### src/hdl/murmur2_64bit_stream_hash_core_macros.svh
// ---------------------------------------------------------------------------
// MurmurHash64A stream core - assertion macros
// Shared concurrent assertion shorthands, clocked on clk, reset on rst_n.
// ---------------------------------------------------------------------------
`ifndef MURMUR2_64BIT_STREAM_HASH_CORE_MACROS_SVH
`define MURMUR2_64BIT_STREAM_HASH_CORE_MACROS_SVH

// Same-cycle implication.
`define MM64_ASSERT_HOLDS(lbl, ante, cons) \
  lbl: assert property (@(posedge clk) disable iff (!rst_n) (ante) |-> (cons)) \
    else $error("mm64 assertion failed");

// Next-cycle implication.
`define MM64_ASSERT_NEXT(lbl, ante, cons) \
  lbl: assert property (@(posedge clk) disable iff (!rst_n) (ante) |=> (cons)) \
    else $error("mm64 assertion failed");

`endif

### src/hdl/mm64_pkg.sv
// ---------------------------------------------------------------------------
// mm64_pkg
// Constants, types and sequencer states of the MurmurHash64A stream core.
// ---------------------------------------------------------------------------
`default_nettype none

package mm64_pkg;

  localparam logic [63:0] MUR_M = 64'hc6a4_a793_5bd1_e995;
  localparam logic [31:0] MUR_M_LO = MUR_M[31:0];
  localparam logic [31:0] MUR_M_HI = MUR_M[63:32];
  localparam int unsigned MUR_R = 47;

  localparam int unsigned CFG_AW = 4;
  localparam int unsigned CFG_DW = 64;

  // register index, taken from paddr[3]
  localparam logic REG_HASH_SEED        = 1'b0;
  localparam logic REG_EMPTY_GIVES_SEED = 1'b1;

  typedef enum logic [3:0] {
    ST_IDLE,
    ST_MUL_LEN,
    ST_ABS,
    ST_MUL_K1,
    ST_MUL_K2,
    ST_MUL_H,
    ST_FSEL,
    ST_MUL_FIN,
    ST_DONE
  } state_t;

  typedef struct packed {
    logic        start;
    logic [63:0] operand;
  } mul_req_t;

  typedef struct packed {
    logic        busy;
    logic        done;
    logic [63:0] result;
  } mul_rsp_t;

  typedef struct packed {
    logic [63:0] hash_seed;
    logic        empty_gives_seed;
  } cfg_t;

endpackage

`default_nettype wire

### src/hdl/mm64_in_if.sv
// ---------------------------------------------------------------------------
// mm64_in_if
// Input word channel: valid/ready handshake with message word payload.
// ---------------------------------------------------------------------------
`default_nettype none

interface mm64_in_if;
  logic        valid;
  logic        ready;
  logic [63:0] data_word;
  logic [3:0]  valid_bytes;
  logic [31:0] message_length;
  logic        last_word;

  modport source (output valid, output data_word, output valid_bytes,
                  output message_length, output last_word, input ready);
  modport sink   (input valid, input data_word, input valid_bytes,
                  input message_length, input last_word, output ready);
endinterface

`default_nettype wire

### src/hdl/mm64_out_if.sv
// ---------------------------------------------------------------------------
// mm64_out_if
// Result channel: valid/ready handshake with the finished hash.
// ---------------------------------------------------------------------------
`default_nettype none

interface mm64_out_if;
  logic        valid;
  logic        ready;
  logic [63:0] hash_value;

  modport source (output valid, output hash_value, input ready);
  modport sink   (input valid, input hash_value, output ready);
endinterface

`default_nettype wire

### src/hdl/mm64_mul.sv
// ---------------------------------------------------------------------------
// mm64_mul
// Multi-cycle 64-bit multiply by M (low 64 bits) on one 32x32 multiplier.
// ---------------------------------------------------------------------------
`default_nettype none

`include "murmur2_64bit_stream_hash_core_macros.svh"

module mm64_mul (
  input  wire logic              clk,
  input  wire logic              rst_n,
  input  wire mm64_pkg::mul_req_t req,
  output mm64_pkg::mul_rsp_t     rsp
);

  // step 1: lo*lo, 2: lo*hi, 3: hi*lo, 4: result ready
  logic [2:0]  step_r, step_nxt;
  logic [63:0] a_r, a_nxt;
  logic [63:0] p_r, p_nxt;
  logic [31:0] acc_lo_r, acc_lo_nxt;
  logic [31:0] acc_hi_r, acc_hi_nxt;
  logic [31:0] mul_a, mul_b;
  logic [63:0] prod;

  assign mul_a = (step_r == 3'd3) ? a_r[63:32] : a_r[31:0];
  assign mul_b = (step_r == 3'd2) ? mm64_pkg::MUR_M_HI : mm64_pkg::MUR_M_LO;
  assign prod  = {32'd0, mul_a} * {32'd0, mul_b};

  always_comb begin
    step_nxt   = step_r;
    a_nxt      = a_r;
    p_nxt      = p_r;
    acc_lo_nxt = acc_lo_r;
    acc_hi_nxt = acc_hi_r;
    case (step_r)
      3'd1: begin
        p_nxt    = prod;
        step_nxt = 3'd2;
      end
      3'd2: begin
        acc_lo_nxt = p_r[31:0];
        acc_hi_nxt = p_r[63:32];
        p_nxt      = prod;
        step_nxt   = 3'd3;
      end
      3'd3: begin
        acc_hi_nxt = acc_hi_r + p_r[31:0];
        p_nxt      = prod;
        step_nxt   = 3'd4;
      end
      default: begin
        step_nxt = 3'd0;
      end
    endcase
    if (req.start) begin
      a_nxt    = req.operand;
      step_nxt = 3'd1;
    end
  end

  always_ff @(posedge clk) begin
    if (!rst_n) begin
      step_r <= 3'd0;
    end else begin
      step_r <= step_nxt;
    end
    a_r      <= a_nxt;
    p_r      <= p_nxt;
    acc_lo_r <= acc_lo_nxt;
    acc_hi_r <= acc_hi_nxt;
  end

  assign rsp.busy   = (step_r != 3'd0);
  assign rsp.done   = (step_r == 3'd4);
  assign rsp.result = {acc_hi_r + p_r[31:0], acc_lo_r};

  `MM64_ASSERT_HOLDS(a_start_when_free, req.start, step_r == 3'd0 || step_r == 3'd4)
  `MM64_ASSERT_NEXT(a_start_goes_step1, req.start, step_r == 3'd1)
  `MM64_ASSERT_NEXT(a_idle_stays, step_r == 3'd0 && !req.start, step_r == 3'd0)

endmodule

`default_nettype wire

### src/hdl/mm64_cfg.sv
// ---------------------------------------------------------------------------
// mm64_cfg
// APB-style register file: hash seed and empty-message mode.
// ---------------------------------------------------------------------------
`default_nettype none

module mm64_cfg (
  input  wire logic                          clk,
  input  wire logic                          rst_n,
  input  wire logic                          psel,
  input  wire logic                          penable,
  input  wire logic                          pwrite,
  input  wire logic [mm64_pkg::CFG_AW-1:0]   paddr,
  input  wire logic [mm64_pkg::CFG_DW-1:0]   pwdata,
  output logic      [mm64_pkg::CFG_DW-1:0]   prdata,
  output logic                               pready,
  output mm64_pkg::cfg_t                     cfg
);

  logic [63:0] seed_r, seed_nxt;
  logic        egs_r, egs_nxt;
  logic        wr_en;

  // 8-byte register stride: bit 3 selects the register
  assign wr_en  = psel && penable && pwrite;
  assign pready = 1'b1;

  always_comb begin
    seed_nxt = seed_r;
    egs_nxt  = egs_r;
    if (wr_en) begin
      case (paddr[3])
        mm64_pkg::REG_HASH_SEED:        seed_nxt = pwdata;
        mm64_pkg::REG_EMPTY_GIVES_SEED: egs_nxt  = pwdata[0];
        default:                        seed_nxt = seed_r;
      endcase
    end
  end

  always_ff @(posedge clk) begin
    if (!rst_n) begin
      seed_r <= 64'd0;
      egs_r  <= 1'b1;
    end else begin
      seed_r <= seed_nxt;
      egs_r  <= egs_nxt;
    end
  end

  always_comb begin
    case (paddr[3])
      mm64_pkg::REG_HASH_SEED:        prdata = seed_r;
      mm64_pkg::REG_EMPTY_GIVES_SEED: prdata = {63'd0, egs_r};
      default:                        prdata = seed_r;
    endcase
  end

  assign cfg.hash_seed        = seed_r;
  assign cfg.empty_gives_seed = egs_r;

endmodule

`default_nettype wire

### src/hdl/murmur2_64bit_stream_hash_core.sv
// ---------------------------------------------------------------------------
// murmur2_64bit_stream_hash_core
// Streaming MurmurHash64A over 64-bit little-endian message words.
// ---------------------------------------------------------------------------
// One word is taken at a time; in_ch.ready is high only while the sequencer
// sits idle. Every 64-bit product by M runs on a single shared 32x32
// multiplier, so the cost per word follows from the number of products: a
// full 8-byte block needs three, a 1-7 byte tail one, a zero-byte word none.
// The first word of a message adds one product for length*M; the last word
// adds the finalizer product plus handoff to the output register (only the
// handoff when an empty message returns the seed). A finished hash waits in
// the output register while the next message word is already accepted; the
// core only stalls when a second hash is ready before the first transaction
// has completed.
// Registers (APB, 64-bit data): 0x0 hash_seed, 0x8 empty_gives_seed.
// ---------------------------------------------------------------------------
`default_nettype none

`include "murmur2_64bit_stream_hash_core_macros.svh"

module murmur2_64bit_stream_hash_core (
  input  wire logic                        clk,
  input  wire logic                        rst_n,
  mm64_in_if.sink                          in_ch,
  mm64_out_if.source                       out_ch,
  input  wire logic                        psel,
  input  wire logic                        penable,
  input  wire logic                        pwrite,
  input  wire logic [mm64_pkg::CFG_AW-1:0] paddr,
  input  wire logic [mm64_pkg::CFG_DW-1:0] pwdata,
  output logic      [mm64_pkg::CFG_DW-1:0] prdata,
  output logic                             pready
);

  mm64_pkg::state_t   state_r, state_nxt;
  mm64_pkg::cfg_t     cfg;
  mm64_pkg::mul_req_t mreq;
  mm64_pkg::mul_rsp_t mrsp;

  // latched word
  logic [63:0] word_r, word_nxt;
  logic [3:0]  nb_r, nb_nxt;
  logic        last_r, last_nxt;
  // message state
  logic [63:0] h_r, h_nxt;
  logic        inside_r, inside_nxt;
  logic        empty_r, empty_nxt;
  logic [63:0] res_r, res_nxt;
  // output register
  logic        out_valid_r, out_valid_nxt;
  logic [63:0] out_hash_r, out_hash_nxt;

  logic        accept;
  logic        full_blk;
  logic        tail_blk;
  logic        seed_case;
  logic        out_load;
  logic [63:0] tail_mask;

  mm64_cfg u_cfg (
    .clk     (clk),
    .rst_n   (rst_n),
    .psel    (psel),
    .penable (penable),
    .pwrite  (pwrite),
    .paddr   (paddr),
    .pwdata  (pwdata),
    .prdata  (prdata),
    .pready  (pready),
    .cfg     (cfg)
  );

  mm64_mul u_mul (
    .clk   (clk),
    .rst_n (rst_n),
    .req   (mreq),
    .rsp   (mrsp)
  );

  assign in_ch.ready = (state_r == mm64_pkg::ST_IDLE);
  assign accept      = in_ch.valid && in_ch.ready;

  // counts 9-15 behave as a full block
  assign full_blk  = nb_r[3];
  assign tail_blk  = !nb_r[3] && (nb_r[2:0] != 3'd0);
  assign tail_mask = ~({64{1'b1}} << {nb_r[2:0], 3'b000});

  // empty message with seed-return mode: finalizer is skipped
  assign seed_case = empty_r && cfg.empty_gives_seed;

  assign out_load = (state_r == mm64_pkg::ST_DONE) && (!out_valid_r || out_ch.ready);

  // next state
  always_comb begin
    state_nxt = state_r;
    case (state_r)
      mm64_pkg::ST_IDLE: begin
        if (accept) begin
          state_nxt = inside_r ? mm64_pkg::ST_ABS : mm64_pkg::ST_MUL_LEN;
        end
      end
      mm64_pkg::ST_MUL_LEN: begin
        if (mrsp.done) state_nxt = mm64_pkg::ST_ABS;
      end
      mm64_pkg::ST_ABS: begin
        if (full_blk)      state_nxt = mm64_pkg::ST_MUL_K1;
        else if (tail_blk) state_nxt = mm64_pkg::ST_MUL_H;
        else               state_nxt = mm64_pkg::ST_FSEL;
      end
      mm64_pkg::ST_MUL_K1: begin
        if (mrsp.done) state_nxt = mm64_pkg::ST_MUL_K2;
      end
      mm64_pkg::ST_MUL_K2: begin
        if (mrsp.done) state_nxt = mm64_pkg::ST_MUL_H;
      end
      mm64_pkg::ST_MUL_H: begin
        if (mrsp.done) state_nxt = mm64_pkg::ST_FSEL;
      end
      mm64_pkg::ST_FSEL: begin
        if (!last_r)        state_nxt = mm64_pkg::ST_IDLE;
        else if (seed_case) state_nxt = mm64_pkg::ST_DONE;
        else                state_nxt = mm64_pkg::ST_MUL_FIN;
      end
      mm64_pkg::ST_MUL_FIN: begin
        if (mrsp.done) state_nxt = mm64_pkg::ST_DONE;
      end
      mm64_pkg::ST_DONE: begin
        if (out_load) state_nxt = mm64_pkg::ST_IDLE;
      end
      default: state_nxt = mm64_pkg::ST_IDLE;
    endcase
  end

  // datapath and multiplier launches
  always_comb begin
    word_nxt      = word_r;
    nb_nxt        = nb_r;
    last_nxt      = last_r;
    h_nxt         = h_r;
    inside_nxt    = inside_r;
    empty_nxt     = empty_r;
    res_nxt       = res_r;
    out_hash_nxt  = out_hash_r;
    mreq.start    = 1'b0;
    mreq.operand  = 64'd0;
    case (state_r)
      mm64_pkg::ST_IDLE: begin
        if (accept) begin
          word_nxt = in_ch.data_word;
          nb_nxt   = in_ch.valid_bytes;
          last_nxt = in_ch.last_word;
          if (!inside_r) begin
            // first word: start length*M
            empty_nxt    = (in_ch.message_length == 32'd0);
            mreq.start   = 1'b1;
            mreq.operand = {32'd0, in_ch.message_length};
          end
        end
      end
      mm64_pkg::ST_MUL_LEN: begin
        if (mrsp.done) h_nxt = cfg.hash_seed ^ mrsp.result;
      end
      mm64_pkg::ST_ABS: begin
        if (full_blk) begin
          mreq.start   = 1'b1;
          mreq.operand = word_r;
        end else if (tail_blk) begin
          mreq.start   = 1'b1;
          mreq.operand = h_r ^ (word_r & tail_mask);
        end
      end
      mm64_pkg::ST_MUL_K1: begin
        if (mrsp.done) begin
          mreq.start   = 1'b1;
          mreq.operand = mrsp.result ^ (mrsp.result >> mm64_pkg::MUR_R);
        end
      end
      mm64_pkg::ST_MUL_K2: begin
        if (mrsp.done) begin
          mreq.start   = 1'b1;
          mreq.operand = h_r ^ mrsp.result;
        end
      end
      mm64_pkg::ST_MUL_H: begin
        if (mrsp.done) h_nxt = mrsp.result;
      end
      mm64_pkg::ST_FSEL: begin
        if (!last_r) begin
          inside_nxt = 1'b1;
        end else if (seed_case) begin
          res_nxt = cfg.hash_seed;
        end else begin
          mreq.start   = 1'b1;
          mreq.operand = h_r ^ (h_r >> mm64_pkg::MUR_R);
        end
      end
      mm64_pkg::ST_MUL_FIN: begin
        if (mrsp.done) res_nxt = mrsp.result ^ (mrsp.result >> mm64_pkg::MUR_R);
      end
      mm64_pkg::ST_DONE: begin
        if (out_load) begin
          out_hash_nxt = res_r;
          inside_nxt   = 1'b0;
          empty_nxt    = 1'b0;
        end
      end
      default: begin
        inside_nxt = 1'b0;
      end
    endcase
  end

  always_comb begin
    if (out_load)          out_valid_nxt = 1'b1;
    else if (out_ch.ready) out_valid_nxt = 1'b0;
    else                   out_valid_nxt = out_valid_r;
  end

  always_ff @(posedge clk) begin
    if (!rst_n) begin
      state_r     <= mm64_pkg::ST_IDLE;
      inside_r    <= 1'b0;
      empty_r     <= 1'b0;
      out_valid_r <= 1'b0;
    end else begin
      state_r     <= state_nxt;
      inside_r    <= inside_nxt;
      empty_r     <= empty_nxt;
      out_valid_r <= out_valid_nxt;
    end
    word_r     <= word_nxt;
    nb_r       <= nb_nxt;
    last_r     <= last_nxt;
    h_r        <= h_nxt;
    res_r      <= res_nxt;
    out_hash_r <= out_hash_nxt;
  end

  assign out_ch.valid      = out_valid_r;
  assign out_ch.hash_value = out_hash_r;

  `MM64_ASSERT_HOLDS(a_ready_mul_free, in_ch.ready, !mrsp.busy)
  `MM64_ASSERT_NEXT(a_first_word_len, accept && !inside_r, state_r == mm64_pkg::ST_MUL_LEN && mrsp.busy)
  `MM64_ASSERT_NEXT(a_out_load_value, out_load, out_ch.valid && out_ch.hash_value == $past(res_r))

endmodule

`default_nettype wire
### src/flat_wrapper.sv
// flat-port wrapper written by rule: the top's interface ports become plain ports
module murmur2_64bit_stream_hash_core_flat 
  (clk, rst_n, psel, penable, pwrite, paddr, pwdata, prdata, pready, in_ch_valid, in_ch_data_word, in_ch_valid_bytes, in_ch_message_length, in_ch_last_word, in_ch_ready, out_ch_valid, out_ch_hash_value, out_ch_ready);
  mm64_in_if in_ch_i ();
  mm64_out_if out_ch_i ();
  input  wire logic clk;
  input  wire logic rst_n;
  input  wire logic psel;
  input  wire logic penable;
  input  wire logic pwrite;
  input  wire logic [mm64_pkg::CFG_AW-1:0] paddr;
  input  wire logic [mm64_pkg::CFG_DW-1:0] pwdata;
  output logic      [mm64_pkg::CFG_DW-1:0] prdata;
  output logic pready;
  input wire logic [$bits(in_ch_i.valid)-1:0] in_ch_valid;
  input wire logic [$bits(in_ch_i.data_word)-1:0] in_ch_data_word;
  input wire logic [$bits(in_ch_i.valid_bytes)-1:0] in_ch_valid_bytes;
  input wire logic [$bits(in_ch_i.message_length)-1:0] in_ch_message_length;
  input wire logic [$bits(in_ch_i.last_word)-1:0] in_ch_last_word;
  output wire logic [$bits(in_ch_i.ready)-1:0] in_ch_ready;
  output wire logic [$bits(out_ch_i.valid)-1:0] out_ch_valid;
  output wire logic [$bits(out_ch_i.hash_value)-1:0] out_ch_hash_value;
  input wire logic [$bits(out_ch_i.ready)-1:0] out_ch_ready;
  assign in_ch_i.valid = in_ch_valid;
  assign in_ch_i.data_word = in_ch_data_word;
  assign in_ch_i.valid_bytes = in_ch_valid_bytes;
  assign in_ch_i.message_length = in_ch_message_length;
  assign in_ch_i.last_word = in_ch_last_word;
  assign in_ch_ready = in_ch_i.ready;
  assign out_ch_valid = out_ch_i.valid;
  assign out_ch_hash_value = out_ch_i.hash_value;
  assign out_ch_i.ready = out_ch_ready;
  murmur2_64bit_stream_hash_core u_core (.clk(clk), .rst_n(rst_n), .in_ch(in_ch_i), .out_ch(out_ch_i), .psel(psel), .penable(penable), .pwrite(pwrite), .paddr(paddr), .pwdata(pwdata), .prdata(prdata), .pready(pready));
endmodule
### config.mk
export PLATFORM = sky130hd
export DESIGN_NAME = murmur2_64bit_stream_hash_core_flat
export DESIGN_NICKNAME = d
export VERILOG_FILES = /design/src/hdl/mm64_pkg.sv /design/src/hdl/mm64_in_if.sv /design/src/hdl/mm64_out_if.sv /design/src/hdl/mm64_mul.sv /design/src/hdl/mm64_cfg.sv /design/src/hdl/murmur2_64bit_stream_hash_core.sv /design/src/flat_wrapper.sv
export VERILOG_INCLUDE_DIRS = /design/src /design/src/hdl
export SDC_FILE = /design/constraint.sdc
export NUM_CORES = 2
export LEC_CHECK = 0
export BUFFER_PORTS_ARGS = -buffer_cell sky130_fd_sc_hd__clkbuf_2
export CORE_ASPECT_RATIO = 0.6
export CORE_MARGIN = 5
export CORE_UTILIZATION = 45
export DETAILED_ROUTE_END_ITERATION = 10
export GPL_ROUTABILITY_DRIVEN = 0
export SKIP_LAST_GASP = 1
export SLEW_MARGIN = 20
export SYNTH_ARGS = -nofsm -noshare
export SYNTH_HDL_FRONTEND = slang
export SYNTH_HIERARCHICAL = 1
export SYNTH_SLANG_ARGS = --single-unit
### constraint.sdc
create_clock -name clk -period 19.1 [get_ports clk]
set_input_delay 1.91 -clock clk [delete_from_list [all_inputs] [get_ports clk]]
set_output_delay 1.91 -clock clk [all_outputs]
set_load 0.01 [all_outputs]
==> flow_metrics.env <==
export IMPL_min_to="u_core/out_ch.hash_value[41]$_DFFE_PP_"
export IMPL_die_h_um=267.2
export IMPL_maxSlewViolCount=0
export IMPL_tns_ps=0
export IMPL_slowest_stage="mux2i_1"
export IMPL_cts_setup_buffers=0
export IMPL_first_iter_violations=5125
export IMPL_cts_root_buf="clkbuf_16"
export IMPL_core_area_mm2=0.1095
export IMPL_clockBufferDepth=3
export IMPL_tritoncts="done"
export IMPL_max_slew_margin_rel_pct=15.90
export IMPL_cts_sinks=528
export IMPL_hold_start="u_core/res_r[41]$_DFFE_PP_"
export IMPL_fillers=10026
export IMPL_firstDrtPassIters=6
export IMPL_nNetsFinal=6077
export IMPL_crit_family="adder cells"
export IMPL_clk_latency_ps=610
export IMPL_hpwlAfterDp_um=138500
export IMPL_cts_hold_buf=0
export IMPL_start_util_pct=45.32
export IMPL_reg2regPathDepth=28
export IMPL_num_rows=94
export IMPL_finalSetupViolCount=0
export IMPL_arrival_ps=11500
export IMPL_startpoint="u_core/u_mul/step_r[2]$_SDFF_PP0_"
export IMPL_worst_pin_slew_ps=1252
export IMPL_synth_area_mm2=0.04962
export IMPL_postCtsResizedCells=0
export IMPL_path_common_cell="fa_1"
export IMPL_die_w_um=438.7
export IMPL_r2r_end="u_core/u_mul/p_r[54]$_DFFE_PP_"
export IMPL_grt_pass1_vias=34854
export IMPL_htree_levels=2
export IMPL_clock_fmax_mhz=89.69
export IMPL_overflow=0
export IMPL_finClkSkew_ps=31.89
export IMPL_rr_startpoint="u_core/u_mul/step_r[2]$_SDFF_PP0_"
export IMPL_fin_crit_sh_pct=58.38
export IMPL_grt_pass1_wl_um=243600
export IMPL_syn_to_final_growth_pct=9.314
export IMPL_antenna_found_initial=5
export IMPL_fin_crit_ps=11150
export IMPL_worst_endpoint_required_ps=19450
export IMPL_hold_path_class="reg -> reg"
export IMPL_drive_gt1_share_pct=12.29
export IMPL_crit_fanout=34
export IMPL_start_kind="flop"
export IMPL_clkTransAtPathRegs_ps=80
export IMPL_avgViaCountPerCell=5.678
export IMPL_routed_wl_um=168100
export IMPL_reg2reg_setup_slack_ps=7950
export IMPL_rsz0062_at_grt="no"
export IMPL_numCtsBuffers=44
export IMPL_max_stage_delay_ps=690
export IMPL_detail_route_antenna_nets=0
export IMPL_worst_hold_path_num_cells=0
export IMPL_timing_hold_ws_ps=417.9
export IMPL_grt_use_total_pct=28.43
export IMPL_drc=0
export IMPL_wl_per_cell_um=26.35
export IMPL_yosys_warnings=6
export IMPL_hold_viol_final=0
export IMPL_grt_max_degree=84
export IMPL_cap_viol_max_count=0
export IMPL_worstSetupPathType="reg -> reg"
export IMPL_portBuffers=302
export IMPL_postSynthCellCount=4628
export IMPL_die_area_mm2=0.1172
export IMPL_setup_worst_path_end_class="flop"
export IMPL_via_count=36217
export IMPL_num_io_pins=307
export IMPL_path_buf_inv=6
export IMPL_outcome="finished clean"
export IMPL_syn_area_per_cell_um2=10.72
[state kept, by name, indices dropped and copies added (netlist names), 4 cells and up]
| register | flops |
|---|---|
| u_core/u_mul/p_r | 64 |
| u_core/res_r | 64 |
| u_core/u_mul/a_r | 64 |
| u_core/word_r | 64 |
| u_core/h_r | 64 |
| u_core/u_mul/acc_hi_r | 32 |
| u_core/state_r | 4 |
| u_core/nb_r | 4 |
| u_core/u_mul/acc_lo_r | 32 |
| u_core/out_ch.hash_value | 64 |
| u_core/u_cfg/seed_r | 64 |
[cell type report]
| class | count | area, um^2 | share of cell area (%) |
|---|---|---|---|
| Multi-Input combinational cell | 3013 | 30400 | 56.04 |
| Clock buffer | 55 | 1184 | 2.182 |
| Tap cell | 1488 | 1862 | 3.432 |
| Clock inverter | 27 | 341.6 | 0.6297 |
| Inverter | 899 | 3374 | 6.221 |
| Timing Repair Buffer | 362 | 1964 | 3.621 |
| Sequential cell | 528 | 15100 | 27.85 |
| Antenna cell | 6 | 15.01 | 0.02768 |
[worst max-delay path by stage]
stage,slack (ps),depth (start not counted),to
2_1_floorplan,8190,31,u_core/u_mul/p_r[60]$_DFFE_PP_
3_3_place_gp,8250,28,u_core/u_mul/p_r[54]$_DFFE_PP_
3_5_place_dp,8110,28,u_core/u_mul/p_r[54]$_DFFE_PP_
4_1_cts,8070,28,u_core/u_mul/p_r[54]$_DFFE_PP_
5_1_grt,7590,28,u_core/u_mul/p_r[54]$_DFFE_PP_
6_report,7950,28,u_core/u_mul/p_r[54]$_DFFE_PP_
[placed cells by master (no fill, tap or decap), drive strengths merged, types with 19 or more instances in the layout]
cell type,count
a21o,34
a21oi,171
a221oi,19
and2,20
buf,61
clkbuf,356
dfxtp,75
edfxtp,453
fa,626
ha,427
inv,903
mux2,95
mux2i,80
nand2,426
nand3,107
nand4,35
nor2,89
nor2b,81
nor3,64
o211ai,26
o21a,23
o21ai,184
o21bai,25
xnor2,158
xor2,55
[stage by stage]
step	area (um^2)	utilization [%]	instances	worst slack, ps
after floorplan	49640	-	4632	8186
after global placement	52700	48.13	6290	8252
after detailed placement	52700	48.13	6290	8114
after CTS	54230	49.52	6372	8075
after global routing	54240	49.53	6375	7592
final	54240	49.54	6378	7950
[per-layer routing]
metal  vias up  global-route usage, %  part of all wire, %  routed length, um
met5         -                  1.935                 0.13                214
met4         4                  2.582                 0.92               1549
met3       143                  13.29                   16              27420
met2      2110                  35.40                   37              61500
met1     18230                  45.21                   46              77380
li1      15730                      -                    -                  -
Power is left out: the tool's default activity adds up to more than one toggle a clock period on the data nets, which glitch-free logic cannot reach.
